`src/mr3k_pkg.sv`:
```
// Shared types and decode constants for the MIPS R3000 instruction class decoder.
package mr3k_pkg;

    // Instruction class number, 0..66.
    typedef logic [6:0] t_class;
    typedef logic [5:0] t_opcode;
    typedef logic [4:0] t_regfield;
    typedef logic [5:0] t_funct;

    // Field positions inside the instruction word.
    localparam int OP_LSB = 26;
    localparam int RS_LSB = 21;
    localparam int RT_LSB = 16;

    // Primary opcodes that are decoded by a second field.
    localparam t_opcode OP_SPECIAL = 6'h00;
    localparam t_opcode OP_REGIMM  = 6'h01;
    localparam t_opcode OP_COP0    = 6'h10;

    // REGIMM rt codes.
    localparam t_regfield RT_BLTZ   = 5'h00;
    localparam t_regfield RT_BGEZ   = 5'h01;
    localparam t_regfield RT_BLTZAL = 5'h10;
    localparam t_regfield RT_BGEZAL = 5'h11;

    // COP0 rs codes.
    localparam t_regfield RS_MF = 5'h00;
    localparam t_regfield RS_CF = 5'h02;
    localparam t_regfield RS_MT = 5'h04;
    localparam t_regfield RS_CT = 5'h06;
    localparam t_regfield RS_CO = 5'h10;

    // COP0 function code for RFE.
    localparam t_funct FN_RFE = 6'h10;

    // Class numbers for the second-field decode, ROM fill and the range check.
    localparam t_class CLS_BLTZ     = 7'd50;
    localparam t_class CLS_BGEZ     = 7'd51;
    localparam t_class CLS_BLTZAL   = 7'd54;
    localparam t_class CLS_BGEZAL   = 7'd55;
    localparam t_class CLS_RESERVED = 7'd56;
    localparam t_class CLS_COP_UNUS = 7'd57;
    localparam t_class CLS_RFE      = 7'd60;
    localparam t_class CLS_MFC0     = 7'd61;
    localparam t_class CLS_MTC0     = 7'd62;
    localparam t_class CLS_CFC0     = 7'd63;
    localparam t_class CLS_CTC0     = 7'd64;
    localparam t_class CLS_LAST     = 7'd66;

endpackage

```
`src/mips_r3000_instruction_decoder_top.sv`:
```
// Top level of the MIPS R3000 instruction class decoder: table ROMs and class select.
//
//   Channel   Direction  Handshake           Payload
//   -------   ---------  ------------------  ----------------------------------------------
//   input     in         i_valid / o_ready   i_instr_word
//   result    out        o_valid / i_ready   o_instr_class, o_is_reserved, o_is_cop_unusable
//
// An accepted request passes through the registered read of the opcode and function
// ROMs, then the class select into the output register. One request is accepted per
// cycle while the input is not stalled. Reset clears the stage valid bits only. A
// stalled result holds while the ROM stage still takes one more request; the input
// stalls only when both stages are full.
module mips_r3000_instruction_decoder_top (
    input  logic        i_clk,
    input  logic        i_rst_n,
    input  logic        i_valid,
    output logic        o_ready,
    input  logic [31:0] i_instr_word,
    output logic        o_valid,
    input  logic        i_ready,
    output logic [6:0]  o_instr_class,
    output logic        o_is_reserved,
    output logic        o_is_cop_unusable
);

    localparam mr3k_pkg::t_class CR = mr3k_pkg::CLS_RESERVED;
    localparam mr3k_pkg::t_class CU = mr3k_pkg::CLS_COP_UNUS;

    // Primary opcode ROM; SPECIAL, REGIMM and COP0 slots are resolved after the read.
    localparam mr3k_pkg::t_class PRIM_ROM [64] = '{
        CR,    CR,    7'd44, 7'd45, 7'd48, 7'd49, 7'd53, 7'd52,
        7'd16, 7'd17, 7'd20, 7'd21, 7'd26, 7'd27, 7'd28, 7'd35,
        CR,    CU,    CU,    CU,    CR,    CR,    CR,    CR,
        CR,    CR,    CR,    CR,    CR,    CR,    CR,    CR,
        7'd0,  7'd2,  7'd9,  7'd4,  7'd1,  7'd3,  7'd8,  CR,
        7'd5,  7'd6,  7'd11, 7'd7,  CR,    CR,    7'd10, CR,
        7'd65, CU,    CU,    CU,    CR,    CR,    CR,    CR,
        7'd66, CU,    CU,    CU,    CR,    CR,    CR,    CR
    };

    // SPECIAL function ROM.
    localparam mr3k_pkg::t_class SPEC_ROM [64] = '{
        7'd32, CR,    7'd33, 7'd34, 7'd29, CR,    7'd30, 7'd31,
        7'd46, 7'd47, CR,    CR,    7'd58, 7'd59, CR,    CR,
        7'd40, 7'd42, 7'd41, 7'd43, CR,    CR,    CR,    CR,
        7'd36, 7'd37, 7'd38, 7'd39, CR,    CR,    CR,    CR,
        7'd12, 7'd13, 7'd14, 7'd15, 7'd22, 7'd23, 7'd24, 7'd25,
        CR,    CR,    7'd18, 7'd19, CR,    CR,    CR,    CR,
        CR,    CR,    CR,    CR,    CR,    CR,    CR,    CR,
        CR,    CR,    CR,    CR,    CR,    CR,    CR,    CR
    };

    mr3k_pkg::t_opcode   w_op;
    mr3k_pkg::t_funct    w_fn;

    logic                r_a_valid;
    mr3k_pkg::t_class    r_prim;
    mr3k_pkg::t_class    r_spec;
    mr3k_pkg::t_opcode   r_op;
    mr3k_pkg::t_regfield r_rs;
    mr3k_pkg::t_regfield r_rt;
    logic                r_fn_rfe;

    logic                r_o_valid;
    mr3k_pkg::t_class    r_class;
    mr3k_pkg::t_class    n_class;

    logic                w_o_en;
    logic                w_a_en;

    // Stage enables: each stage loads when it is empty or its contents move on.
    assign w_o_en = !r_o_valid || i_ready;
    assign w_a_en = !r_a_valid || w_o_en;
    assign o_ready = w_a_en;

    assign w_op = i_instr_word[mr3k_pkg::OP_LSB +: 6];
    assign w_fn = i_instr_word[5:0];

    // ROM stage: registered table reads and the fields the select stage needs.
    always_ff @(posedge i_clk) begin
        if (!i_rst_n) begin
            r_a_valid <= 1'b0;
        end else if (w_a_en) begin
            r_a_valid <= i_valid;
        end
        if (w_a_en && i_valid) begin
            r_prim   <= PRIM_ROM[w_op];
            r_spec   <= SPEC_ROM[w_fn];
            r_op     <= w_op;
            r_rs     <= i_instr_word[mr3k_pkg::RS_LSB +: 5];
            r_rt     <= i_instr_word[mr3k_pkg::RT_LSB +: 5];
            r_fn_rfe <= (w_fn == mr3k_pkg::FN_RFE);
        end
    end

    // Class select for the opcodes that decode through a second field; other opcodes take the primary ROM class.
    always_comb begin
        case (r_op)
            mr3k_pkg::OP_SPECIAL: begin
                n_class = r_spec;
            end
            mr3k_pkg::OP_REGIMM: begin
                case (r_rt)
                    mr3k_pkg::RT_BLTZ:   n_class = mr3k_pkg::CLS_BLTZ;
                    mr3k_pkg::RT_BGEZ:   n_class = mr3k_pkg::CLS_BGEZ;
                    mr3k_pkg::RT_BLTZAL: n_class = mr3k_pkg::CLS_BLTZAL;
                    mr3k_pkg::RT_BGEZAL: n_class = mr3k_pkg::CLS_BGEZAL;
                    default:             n_class = mr3k_pkg::CLS_RESERVED;
                endcase
            end
            mr3k_pkg::OP_COP0: begin
                case (r_rs)
                    mr3k_pkg::RS_MF: n_class = mr3k_pkg::CLS_MFC0;
                    mr3k_pkg::RS_CF: n_class = mr3k_pkg::CLS_CFC0;
                    mr3k_pkg::RS_MT: n_class = mr3k_pkg::CLS_MTC0;
                    mr3k_pkg::RS_CT: n_class = mr3k_pkg::CLS_CTC0;
                    mr3k_pkg::RS_CO: begin
                        n_class = r_fn_rfe ? mr3k_pkg::CLS_RFE : mr3k_pkg::CLS_RESERVED;
                    end
                    default:         n_class = mr3k_pkg::CLS_RESERVED;
                endcase
            end
            default: begin
                n_class = r_prim;
            end
        endcase
    end

    // Output register.
    always_ff @(posedge i_clk) begin
        if (!i_rst_n) begin
            r_o_valid <= 1'b0;
        end else if (w_o_en) begin
            r_o_valid <= r_a_valid;
        end
        if (w_o_en && r_a_valid) begin
            r_class <= n_class;
        end
    end

    assign o_valid           = r_o_valid;
    assign o_instr_class     = r_class;
    assign o_is_reserved     = (r_class == mr3k_pkg::CLS_RESERVED);
    assign o_is_cop_unusable = (r_class == mr3k_pkg::CLS_COP_UNUS);

endmodule

```
`config.mk`:
```
export PLATFORM = sky130hd
export DESIGN_NAME = mips_r3000_instruction_decoder_top
export DESIGN_NICKNAME = d
export VERILOG_FILES = /design/src/mr3k_pkg.sv /design/src/mips_r3000_instruction_decoder_top.sv
export SDC_FILE = /design/constraint.sdc
export NUM_CORES = 1
export LEC_CHECK = 0
export BUFFER_PORTS_ARGS = -buffer_cell sky130_fd_sc_hd__buf_2
export CAP_MARGIN = 40
export CORE_AREA = 8 8 74 125
export DETAILED_ROUTE_END_ITERATION = 10
export DIE_AREA = 0 0 82 133
export MAX_ROUTING_LAYER = met4
export PLACE_DENSITY_LB_ADDON = 0.1
export SLEW_MARGIN = 20
export SYNTH_ARGS = -nofsm -noshare
export SYNTH_HDL_FRONTEND = slang
export SYNTH_SLANG_ARGS = --single-unit
```
`constraint.sdc`:
```
create_clock -name i_clk -period 1.7 [get_ports i_clk]
set_clock_uncertainty 0.05 [all_clocks]
set_input_delay 0.255 -clock i_clk [delete_from_list [all_inputs] [get_ports i_clk]]
set_output_delay 0.255 -clock i_clk [all_outputs]
set_load 0.02 [all_outputs]
```
== Word-level counts from Yosys, hierarchy flattened ==
Memory sizes are Yosys's and may differ from the RTL's. A register that Yosys moved wholly into a read port is not among the register bits.
Index checks and enable logic that the tools add are counted.

* Bits in registers: 26
* Latch bits: 0
* RAM bits: 0
* Memory bits (read-only): 896
* Bits of input ports: 36
* Output and inout bits: 11
* Word-level logic and storage cells: 36
* Memories: 2

* Add/subtract/negate cells: 0
* Multiply operators: 0
* Divide/modulo/power cells: 0
* Magnitude comparators: 0
* Eq/ne operators: 12
* Shift operators: 0
* Muxes and demuxes: 4
* Bitwise operators: 2
* Reduce and logical (&&, ||, !) cells: 9

{| class="wikitable"
|+ Memories
! name !! depth !! width !! rd ports !! clocked after memory_dff !! write ports !! RTL line !! source
|-
| (name not given) || 64 || 7 || 1 || 1 || 0 || mips_r3000_instruction_decoder_top.sv:88 || <nowiki>r_spec <= SPEC_ROM[w_fn];</nowiki>
|-
| (name not given) || 64 || 7 || 1 || 1 || 0 || mips_r3000_instruction_decoder_top.sv:87 || <nowiki>r_prim <= PRIM_ROM[w_op];</nowiki>
|}

{| class="wikitable"
|+ Operator list
! kind !! count
|-
| $pmux 7 s5 || 1
|-
| $pmux 7 s3 || 1
|-
| $pmux 4 s4 || 1
|-
| $eq 5x5->1 const B || 3
|-
| $eq 7x6->1 const B || 2
|-
| $not 6->7 || 2
|-
| $eq 6x5->1 const B || 2
|-
| $eq 5x3->1 const B || 2
|-
| $logic_not 5->1 || 2
|-
| $eq 6x1->1 const B || 1
|-
| $logic_not 6->1 || 1
|-
| $eq 5x1->1 const B || 1
|-
| $eq 5x2->1 const B || 1
|-
| $mux 3 || 1
|-
| $logic_and 1x1->1 || 2
|-
| $logic_not 1->1 || 2
|-
| $logic_or 1x1->1 || 2
|}

== Logic depth before layout (Yosys ltp) ==
Gate-level depths: netlist of the first run.

* Depth in word-level cells: 4
* Mapped depth: 6
* Mapped depth without buffers: 6

== Worst setup path after synthesis of the first run ==
OpenSTA, ideal clock, no wires.

* Path type: flip-flop to flip-flop
* From: register r_o_valid, in the netlist o_valid
* To: register r_fn_rfe (enable)
* Setup time: 0.390 ns
* Arrival time: 1.517 ns
* Path slack: -0.256 ns
* Cell stages (with the launch flop): 4
* Buffers on the path: 0
* Period minus slack after synthesis: 1.956 ns
* Cells stage by stage: dfxtp_1 nor2b_1 nand2_1 and2_1

* Longest elaborated chain between the ends: 4

{| class="wikitable"
|+ RTL lines
! item !! RTL line !! source
|-
| start, declared || mips_r3000_instruction_decoder_top.sv:64 || <nowiki>logic r_o_valid;</nowiki>
|-
| start signal, assigned || mips_r3000_instruction_decoder_top.sv:134 || <nowiki>r_o_valid <= r_a_valid;</nowiki>
|-
| $logic_not 1->1 || mips_r3000_instruction_decoder_top.sv:72 || <nowiki>assign w_o_en = !r_o_valid || i_ready;</nowiki>
|-
| $logic_or 1x1->1 || mips_r3000_instruction_decoder_top.sv:72 ||
|-
| $logic_or 1x1->1 || mips_r3000_instruction_decoder_top.sv:73 || <nowiki>assign w_a_en = !r_a_valid || w_o_en;</nowiki>
|-
| via o_ready || mips_r3000_instruction_decoder_top.sv:17 || <nowiki>output logic o_ready,</nowiki>
|-
| $logic_and 1x1->1 || mips_r3000_instruction_decoder_top.sv:86 || <nowiki>if (w_a_en && i_valid) begin</nowiki>
|-
| end signal, assigned || mips_r3000_instruction_decoder_top.sv:92 || <nowiki>r_fn_rfe <= (w_fn == mr3k_pkg::FN_RFE);</nowiki>
|-
| end, declared || mips_r3000_instruction_decoder_top.sv:62 || <nowiki>logic r_fn_rfe;</nowiki>
|}

The timed path passes the listed nets, and every way through them passes these cells.
A chain may end at the register's enable or synchronous reset.

== Worst setup path after layout of the first run ==
* From: register r_op[3]
* To: register r_class[1], in the netlist o_instr_class[1], data pin

* Longest elaborated chain between the ends: 2
* Elaborated cells on any way between the ends: 4
* Classes of those cells: eq/ne (2); mux (1); reduce/logical (1)

{| class="wikitable"
|+ RTL lines
! item !! RTL line !! source
|-
| start, declared || mips_r3000_instruction_decoder_top.sv:59 || <nowiki>mr3k_pkg::t_opcode r_op;</nowiki>
|-
| start signal, assigned || mips_r3000_instruction_decoder_top.sv:89 || <nowiki>r_op <= w_op;</nowiki>
|-
| $eq 6x5->1, or another cell as far along || mips_r3000_instruction_decoder_top.sv:98 || <nowiki>case (r_op)</nowiki>
|-
| $pmux 7 s3 * || mips_r3000_instruction_decoder_top.sv:98 ||
|-
| via n_class[1] || mips_r3000_instruction_decoder_top.sv:66 || <nowiki>mr3k_pkg::t_class n_class;</nowiki>
|-
| end signal, assigned || mips_r3000_instruction_decoder_top.sv:137 || <nowiki>r_class <= n_class;</nowiki>
|-
| end, declared || mips_r3000_instruction_decoder_top.sv:65 || <nowiki>mr3k_pkg::t_class r_class;</nowiki>
|}

Mark *: on every way through the listed nets, which the timed path passes. The rest lies on a longest branch.

==> impl_metrics.tcl, run 1 <==
set metrics [dict create \
    r2r_slack_ps -40 \
    die_w_um 82 \
    required_ps 1680 \
    yosysWarnings 0 \
    endpoint_kind "flop" \
    gp_congestion 0.7969 \
    start_util_pct 29.38 \
    fp-row-count 42 \
    io_buffers 36 \
    dr.first_iter.drc_count 53 \
    post-synth-top-count-cell "edfxtp_1" \
    setup_ws_ps -42.80 \
    num_antenna_cells 0 \
    violations "setup timing" \
    hold_end "r_rt[1]" \
    viasPerCell 4.914 \
    crit_arrival_ps 1720 \
    pre_cts_ws_ps -73.26 \
    ir_drop_v 0.0003129 \
    synth_compound_area_share_pct 16.55 \
    timing.hold.ws_ps 97.38 \
    n_fill_cell 762 \
    rsz0062_at_grt "true" \
    finalInstanceArea_um2 2793 \
    met1_usage_pct 9.311 \
    met3_usage_pct 1.967 \
    synthTopCellsByArea "edfxtp_1 (51%), ha_1 (8.0%), o21ai_0 (3.7%)" \
    path_clk_slew_ps 60 \
    synthCells 194 \
    syn_area_per_cell_um2 11.30 \
    powerDensity_nw_per_um2 895.0 \
    synthMuxAreaShare_pct 3.025 \
    layout.nets 299 \
    dieArea_um2 10910 \
    slew_headroom_pct 55.79 \
    rr_worst_depth 4 \
    ctsHoldBuffers 0 \
    finalMaxSlewViolations 0 \
    cts_tree "done" \
    final_layout_size_suffix_gt1_share_pct 30.40 \
    use_met2_pct 17.60 \
    cp-start-kind "flop" \
    multi_input_comb_area_um2 973.4 \
    grt_remaining_overflow 0 \
    setup_viol_count_final 3 \
    synthSimpleGateAreaFrac_pct 14.55 \
    grt_pass1_wl_um 8079 \
    worstPathMaxFanout 3 \
    status "complete, but fails checks" \
    clk_path_buf_depth 2 \
    async_reset_ff_share_pct 0 \
    route.vias.total 1661 \
    synth_xor_area_share_pct 0.7991 \
    antenna_found_initial 0 \
    synth_ff_type "edfxtp_1" \
    synth_common_cells "edfxtp_1 (37), o21ai_0 (16), ha_1 (14), inv_1 (14), nor2_1 (13)" \
    fin_total_pwr_uw 2500 \
    synth_edf_count 37 \
    hold_viol 0 \
    yosys.cell_types.count 46 \
    seq_area_um2 1151 \
    synth_top_family_by_area "compound AO/OA/AOI/OAI gates" \
    cts_made_buffers 5 \
    hold_start "i_instr_word[17]" \
    worst_pin_slew_ps 663.1 \
    wl_um 4886 \
    grt_use_total_pct 9.824 \
    grt_max_degree 31 \
    die_y_um 133 \
    drcViolationCount 0 \
    post-route-util_pct 37.42 \
    busiest_layer "met2" \
    synthAdderAreaFrac_pct 8.447 \
    timing.rr.end "o_instr_class[1]" \
    regToRegStartpoint "r_op[3]" \
    min_period_over_period_pct 102.5 \
    synth_area_um2 2192 \
    cts_root_buf "clkbuf_16" \
    placed_area_um2 2610 \
    synth_seq_area_share_pct 52.51 \
    grt_pass1_vias 1689 \
    max_cap_violations 0 \
    timing.fmax_mhz 573.8 \
    syn_to_final_growth_pct 27.40 \
    synth_top_area_share_pct 50.68 \
    p_leak_uw 0.001101 \
    ant_nets 0 \
    io_pins 47 \
    syn_nets 244 \
    clkSinkCount 39 \
    htree_levels 2 \
    min_period_ps 1743 \
    first_pass_iters 4 \
    core_um2 7462 \
    yosys_register_bits 39 \
    yosysTopAreaCell "edfxtp_1" \
    clk_latency_ps 280 \
    hold_path_class "in2reg" \
    place_hpwl_um 3947 \
    min_path_cells 1 \
    routedWlPerCell_um 14.46 \
    crit_type "reg2reg" \
]
==> what timing repair did <==
| action | CTS | global route |
|---|---|---|
| setup buffers | 0 | 0 |
| endpoints found under the hold margin | 0 | 0 |
| gates cloned | 0 | 0 |
| gates resized for setup | 2 | 3 |
| endpoints found under the setup margin | 4 | 7 |
| pin swaps | 3 | 1 |
==> placed cells by master, fill, tap and decap left out, drive strengths merged, types with 3 or more instances in the layout <==
master	instances
inv	15
nor3	3
nor2	13
clkbuf	5
nor2b	6
nand2	7
o21ai	17
buf	57
a21oi	11
a31oi	6
o22ai	3
ha	14
nand2b	6
and2	3
nand3	5
edfxtp	37
==> flip-flops by register name, indices dropped and copies added, names as in the netlist <==
| signal | cells |
|---|---|
| o_instr_class | 7 |
| r_prim | 7 |
| o_valid | 1 |
| r_rt | 5 |
| r_spec | 6 |
| r_fn_rfe | 1 |
| r_a_valid | 1 |
| r_op | 6 |
| r_rs | 5 |
==> where the power goes <==
part | switching, uW | internal [uW]
registers | 22.6 | 1120
clock network | 353 | 691
logic | 175 | 136
total | 550 | 1950
==> critical path, stage by stage, from the launching register on <==
cell,delay [ps]
edfxtp_1,360
or4_4,570
a21oi_4,150
o21ai_2,70
o32a_1,290
==> cells by family (layout without fill, tap and decap cells) <==
family / Yosys count / in the layout
DFF: 39 / 39
and+or+nand+nor: 56 / 56
muxes: 4 / 4
AOI/OAI and AO/OA: 55 / 55
xor gates and xnor gates: 2 / 2
adders and majority gates: 15 / 15
buffers and inverters: 23 / 79
==> worst max-delay path by stage <==
stage,start,to,cells past startpoint
2_1_floorplan,r_op[5],o_instr_class[2],4
3_3_place_gp,r_op[5],o_instr_class[2],4
3_5_place_dp,r_op[5],o_instr_class[2],4
4_1_cts,r_op[2],o_instr_class[1],4
5_1_grt,r_op[2],o_instr_class[1],4
6_report,r_op[3],o_instr_class[1],4
==> stage by stage <==
stage / setup TNS [ps] / std cells
5_1_grt: -466.5 / 338
6_report: -86.45 / 338
2_1_floorplan: -183.9 / 194
3_3_place_gp: -124.1 / 330
4_1_cts: -167.7 / 338
3_5_place_dp: -234.1 / 330
==> routing by layer <==
| layer | up-vias | routed length (um) |
|---|---|---|
| li1 | 839 | - |
| met1 | 772 | 1781 |
| met2 | 38 | 2757 |
| met3 | 12 | 188 |
| met4 | 0 | 158 |
| met5 | - | 0 |
==> area by class of cell <==
| type | instances | area share, % |
|---|---|---|
| flip-flops and latches | 39 | 41.22 |
| inverters | 14 | 1.882 |
| clock inverters | 3 | 1.523 |
| repair buffers | 57 | 12.10 |
| well taps | 88 | 3.943 |
| multi-input cells | 132 | 34.86 |
| clock buffers | 5 | 4.480 |
(Power assumes the default switching activity.)
==> inputs of run 2 (changes only) <==
--- a/config.mk
+++ b/config.mk
@@ -5,14 +5,15 @@
 export SDC_FILE = /design/constraint.sdc
 export NUM_CORES = 1
 export LEC_CHECK = 0
+export ABC_CLOCK_PERIOD_IN_PS = 1700
 export BUFFER_PORTS_ARGS = -buffer_cell sky130_fd_sc_hd__buf_2
 export CAP_MARGIN = 40
-export CORE_AREA = 8 8 74 125
+export CORE_AREA = 8 8 60 100
 export DETAILED_ROUTE_END_ITERATION = 10
-export DIE_AREA = 0 0 82 133
+export DIE_AREA = 0 0 68 108
 export MAX_ROUTING_LAYER = met4
 export PLACE_DENSITY_LB_ADDON = 0.1
-export SLEW_MARGIN = 20
+export SLEW_MARGIN = 0
 export SYNTH_ARGS = -nofsm -noshare
 export SYNTH_HDL_FRONTEND = slang
 export SYNTH_SLANG_ARGS = --single-unit
==> impl_metrics.tcl, run 2 (synthesis results as in run 1) <==
set metrics [dict create \
    status "complete, but fails checks" \
    violations "setup timing" \
    crit_arrival_ps 1790 \
    grt_remaining_overflow 0 \
    die_y_um 108 \
    crit_slowest_cell "or4_4" \
    fp-row-count 33 \
    route.vias.total 1683 \
    grt_pass1_wl_um 7486 \
    routedWlPerCell_um 15.34 \
    setup_viol_count_final 3 \
    die_w_um 68 \
    pre_cts_ws_ps -132.2 \
    htree_levels 2 \
    setup_ws_ps -102.4 \
    hold_viol 0 \
    path_clk_slew_ps 70 \
    slew_headroom_pct 55.70 \
    first_pass_iters 6 \
    wl_um 4572 \
    ant_nets 0 \
    io_buffers 36 \
    max_stage_delay_ps 600 \
    grt_use_total_pct 13.40 \
    cts_tree "done" \
    fin_total_pwr_uw 2118 \
    antenna_found_initial 0 \
    num_antenna_cells 0 \
    clkSinkCount 39 \
    final_cell_mix "edfxtp_1 (37), buf_2 (35), buf_4 (18)" \
    dp_cells 289 \
    clk_latency_ps 290 \
    io_pins 47 \
    core_um2 4624 \
    drcViolationCount 0 \
    layout.cells.non_filler 298 \
    gp_congestion 0.8928 \
    ctsHoldBuffers 0 \
    start_util_pct 47.40 \
    clk_path_buf_depth 2 \
    ir_drop_v 0.0006527 \
    rsz0062_at_grt "true" \
    required_ps 1690 \
    timing.hold.ws_ps 83.71 \
    grt_pass1_vias 1691 \
    dr.first_iter.drc_count 114 \
    crit_type "reg2reg" \
    powerDensity_nw_per_um2 794.1 \
    final_common_cell "edfxtp_1" \
    syn_to_final_growth_pct 21.69 \
    min_period_ps 1802 \
    endpoint_kind "flop" \
    worstPathMaxFanout 4 \
    timing.fmax_mhz 554.8 \
    cts_root_buf "clkbuf_8" \
    hold_path_class "in2reg" \
    place_hpwl_um 3580 \
    final_layout_size_suffix_gt1_share_pct 30.49 \
    layout.nets 295 \
    crit_chain "or4_4 -> a21oi_4 -> o21ai_2 -> o32a_1" \
    p_leak_uw 0.001055 \
    post-route-util_pct 57.68 \
    min_period_over_period_pct 106.0 \
    viasPerCell 5.648 \
    max_cap_violations 0 \
    worst_pin_slew_ps 663.1 \
    dieArea_um2 7344 \
    finalMaxSlewViolations 0 \
    cts_made_buffers 5 \
    grt_max_degree 31 \
    cp-start-kind "flop" \
]
-- run 2: cell types whose count changed in the layout (fill, tap and decap cells not counted), moves of 2 or more --
| cell | previous run | this run |
|---|---|---|
| clkbuf_8 | 0 | 7 |
| clkbuf_16 | 5 | 0 |
| buf_4 | 21 | 18 |
| o21ai_0 | 15 | 13 |
| o21ai_2 | 1 | 3 |
-- run 2: through the flow --
stage	TNS, ps	area, um2
5_1_grt	-513.3	2668
6_report	-251.2	2668
2_1_floorplan	-183.9	2200
3_3_place_gp	-199.9	2527
3_5_place_dp	-462.7	2527
4_1_cts	-294.6	2649
-- run 2: final cells by class --
| type | count | area [um2] |
|---|---|---|
| Fill cell | 402 | 1957 |
| Sequential cell | 39 | 1151 |
| Tap cell | 52 | 65.06 |
| Clock buffer | 8 | 100.1 |
| Inverter | 14 | 52.55 |
| Multi-Input combinational cell | 132 | 988.4 |
| Timing Repair Buffer | 53 | 310.3 |
-- run 2: path summary, 6_finish.rpt --
kind | from | cells past startpoint | slack [ps] | end
worst max-delay path | r_op[3] | 4 | -100 | o_instr_class[2]
worst min-delay path | i_instr_word[17] | 1 | 80 | r_rt[1]
worst max register to register | r_op[3] | 4 | -100 | o_instr_class[2]
worst min register to register | r_a_valid | 1 | 490 | o_valid
-- run 2: critical path: cells and delay by family (launching register included) --
family	cells	cell delay (ps)
flops	1	360
simple gates	1	600
compound gates	3	550
-- run 2: power breakdown --
| group | switching [uW] | internal [uW] |
|---|---|---|
| sequential | 23.6 | 1120 |
| combinational | 173 | 132 |
| clock | 298 | 370 |
| total | 495 | 1620 |
-- run 2: metal layers --
metal | track usage (%) | share of wire, %
met2 | 25.02 | 57
met4 | 6.333 | 1.7
met1 | 12.58 | 37
met5 | - | 0
met3 | 1.863 | 4.2
-- run 2: what timing repair did --
item,4_1_cts,5_1_grt
pin swaps,2,4
buffers inserted,1,0
setup endpoints to repair,6,9
gates resized for setup,6,5
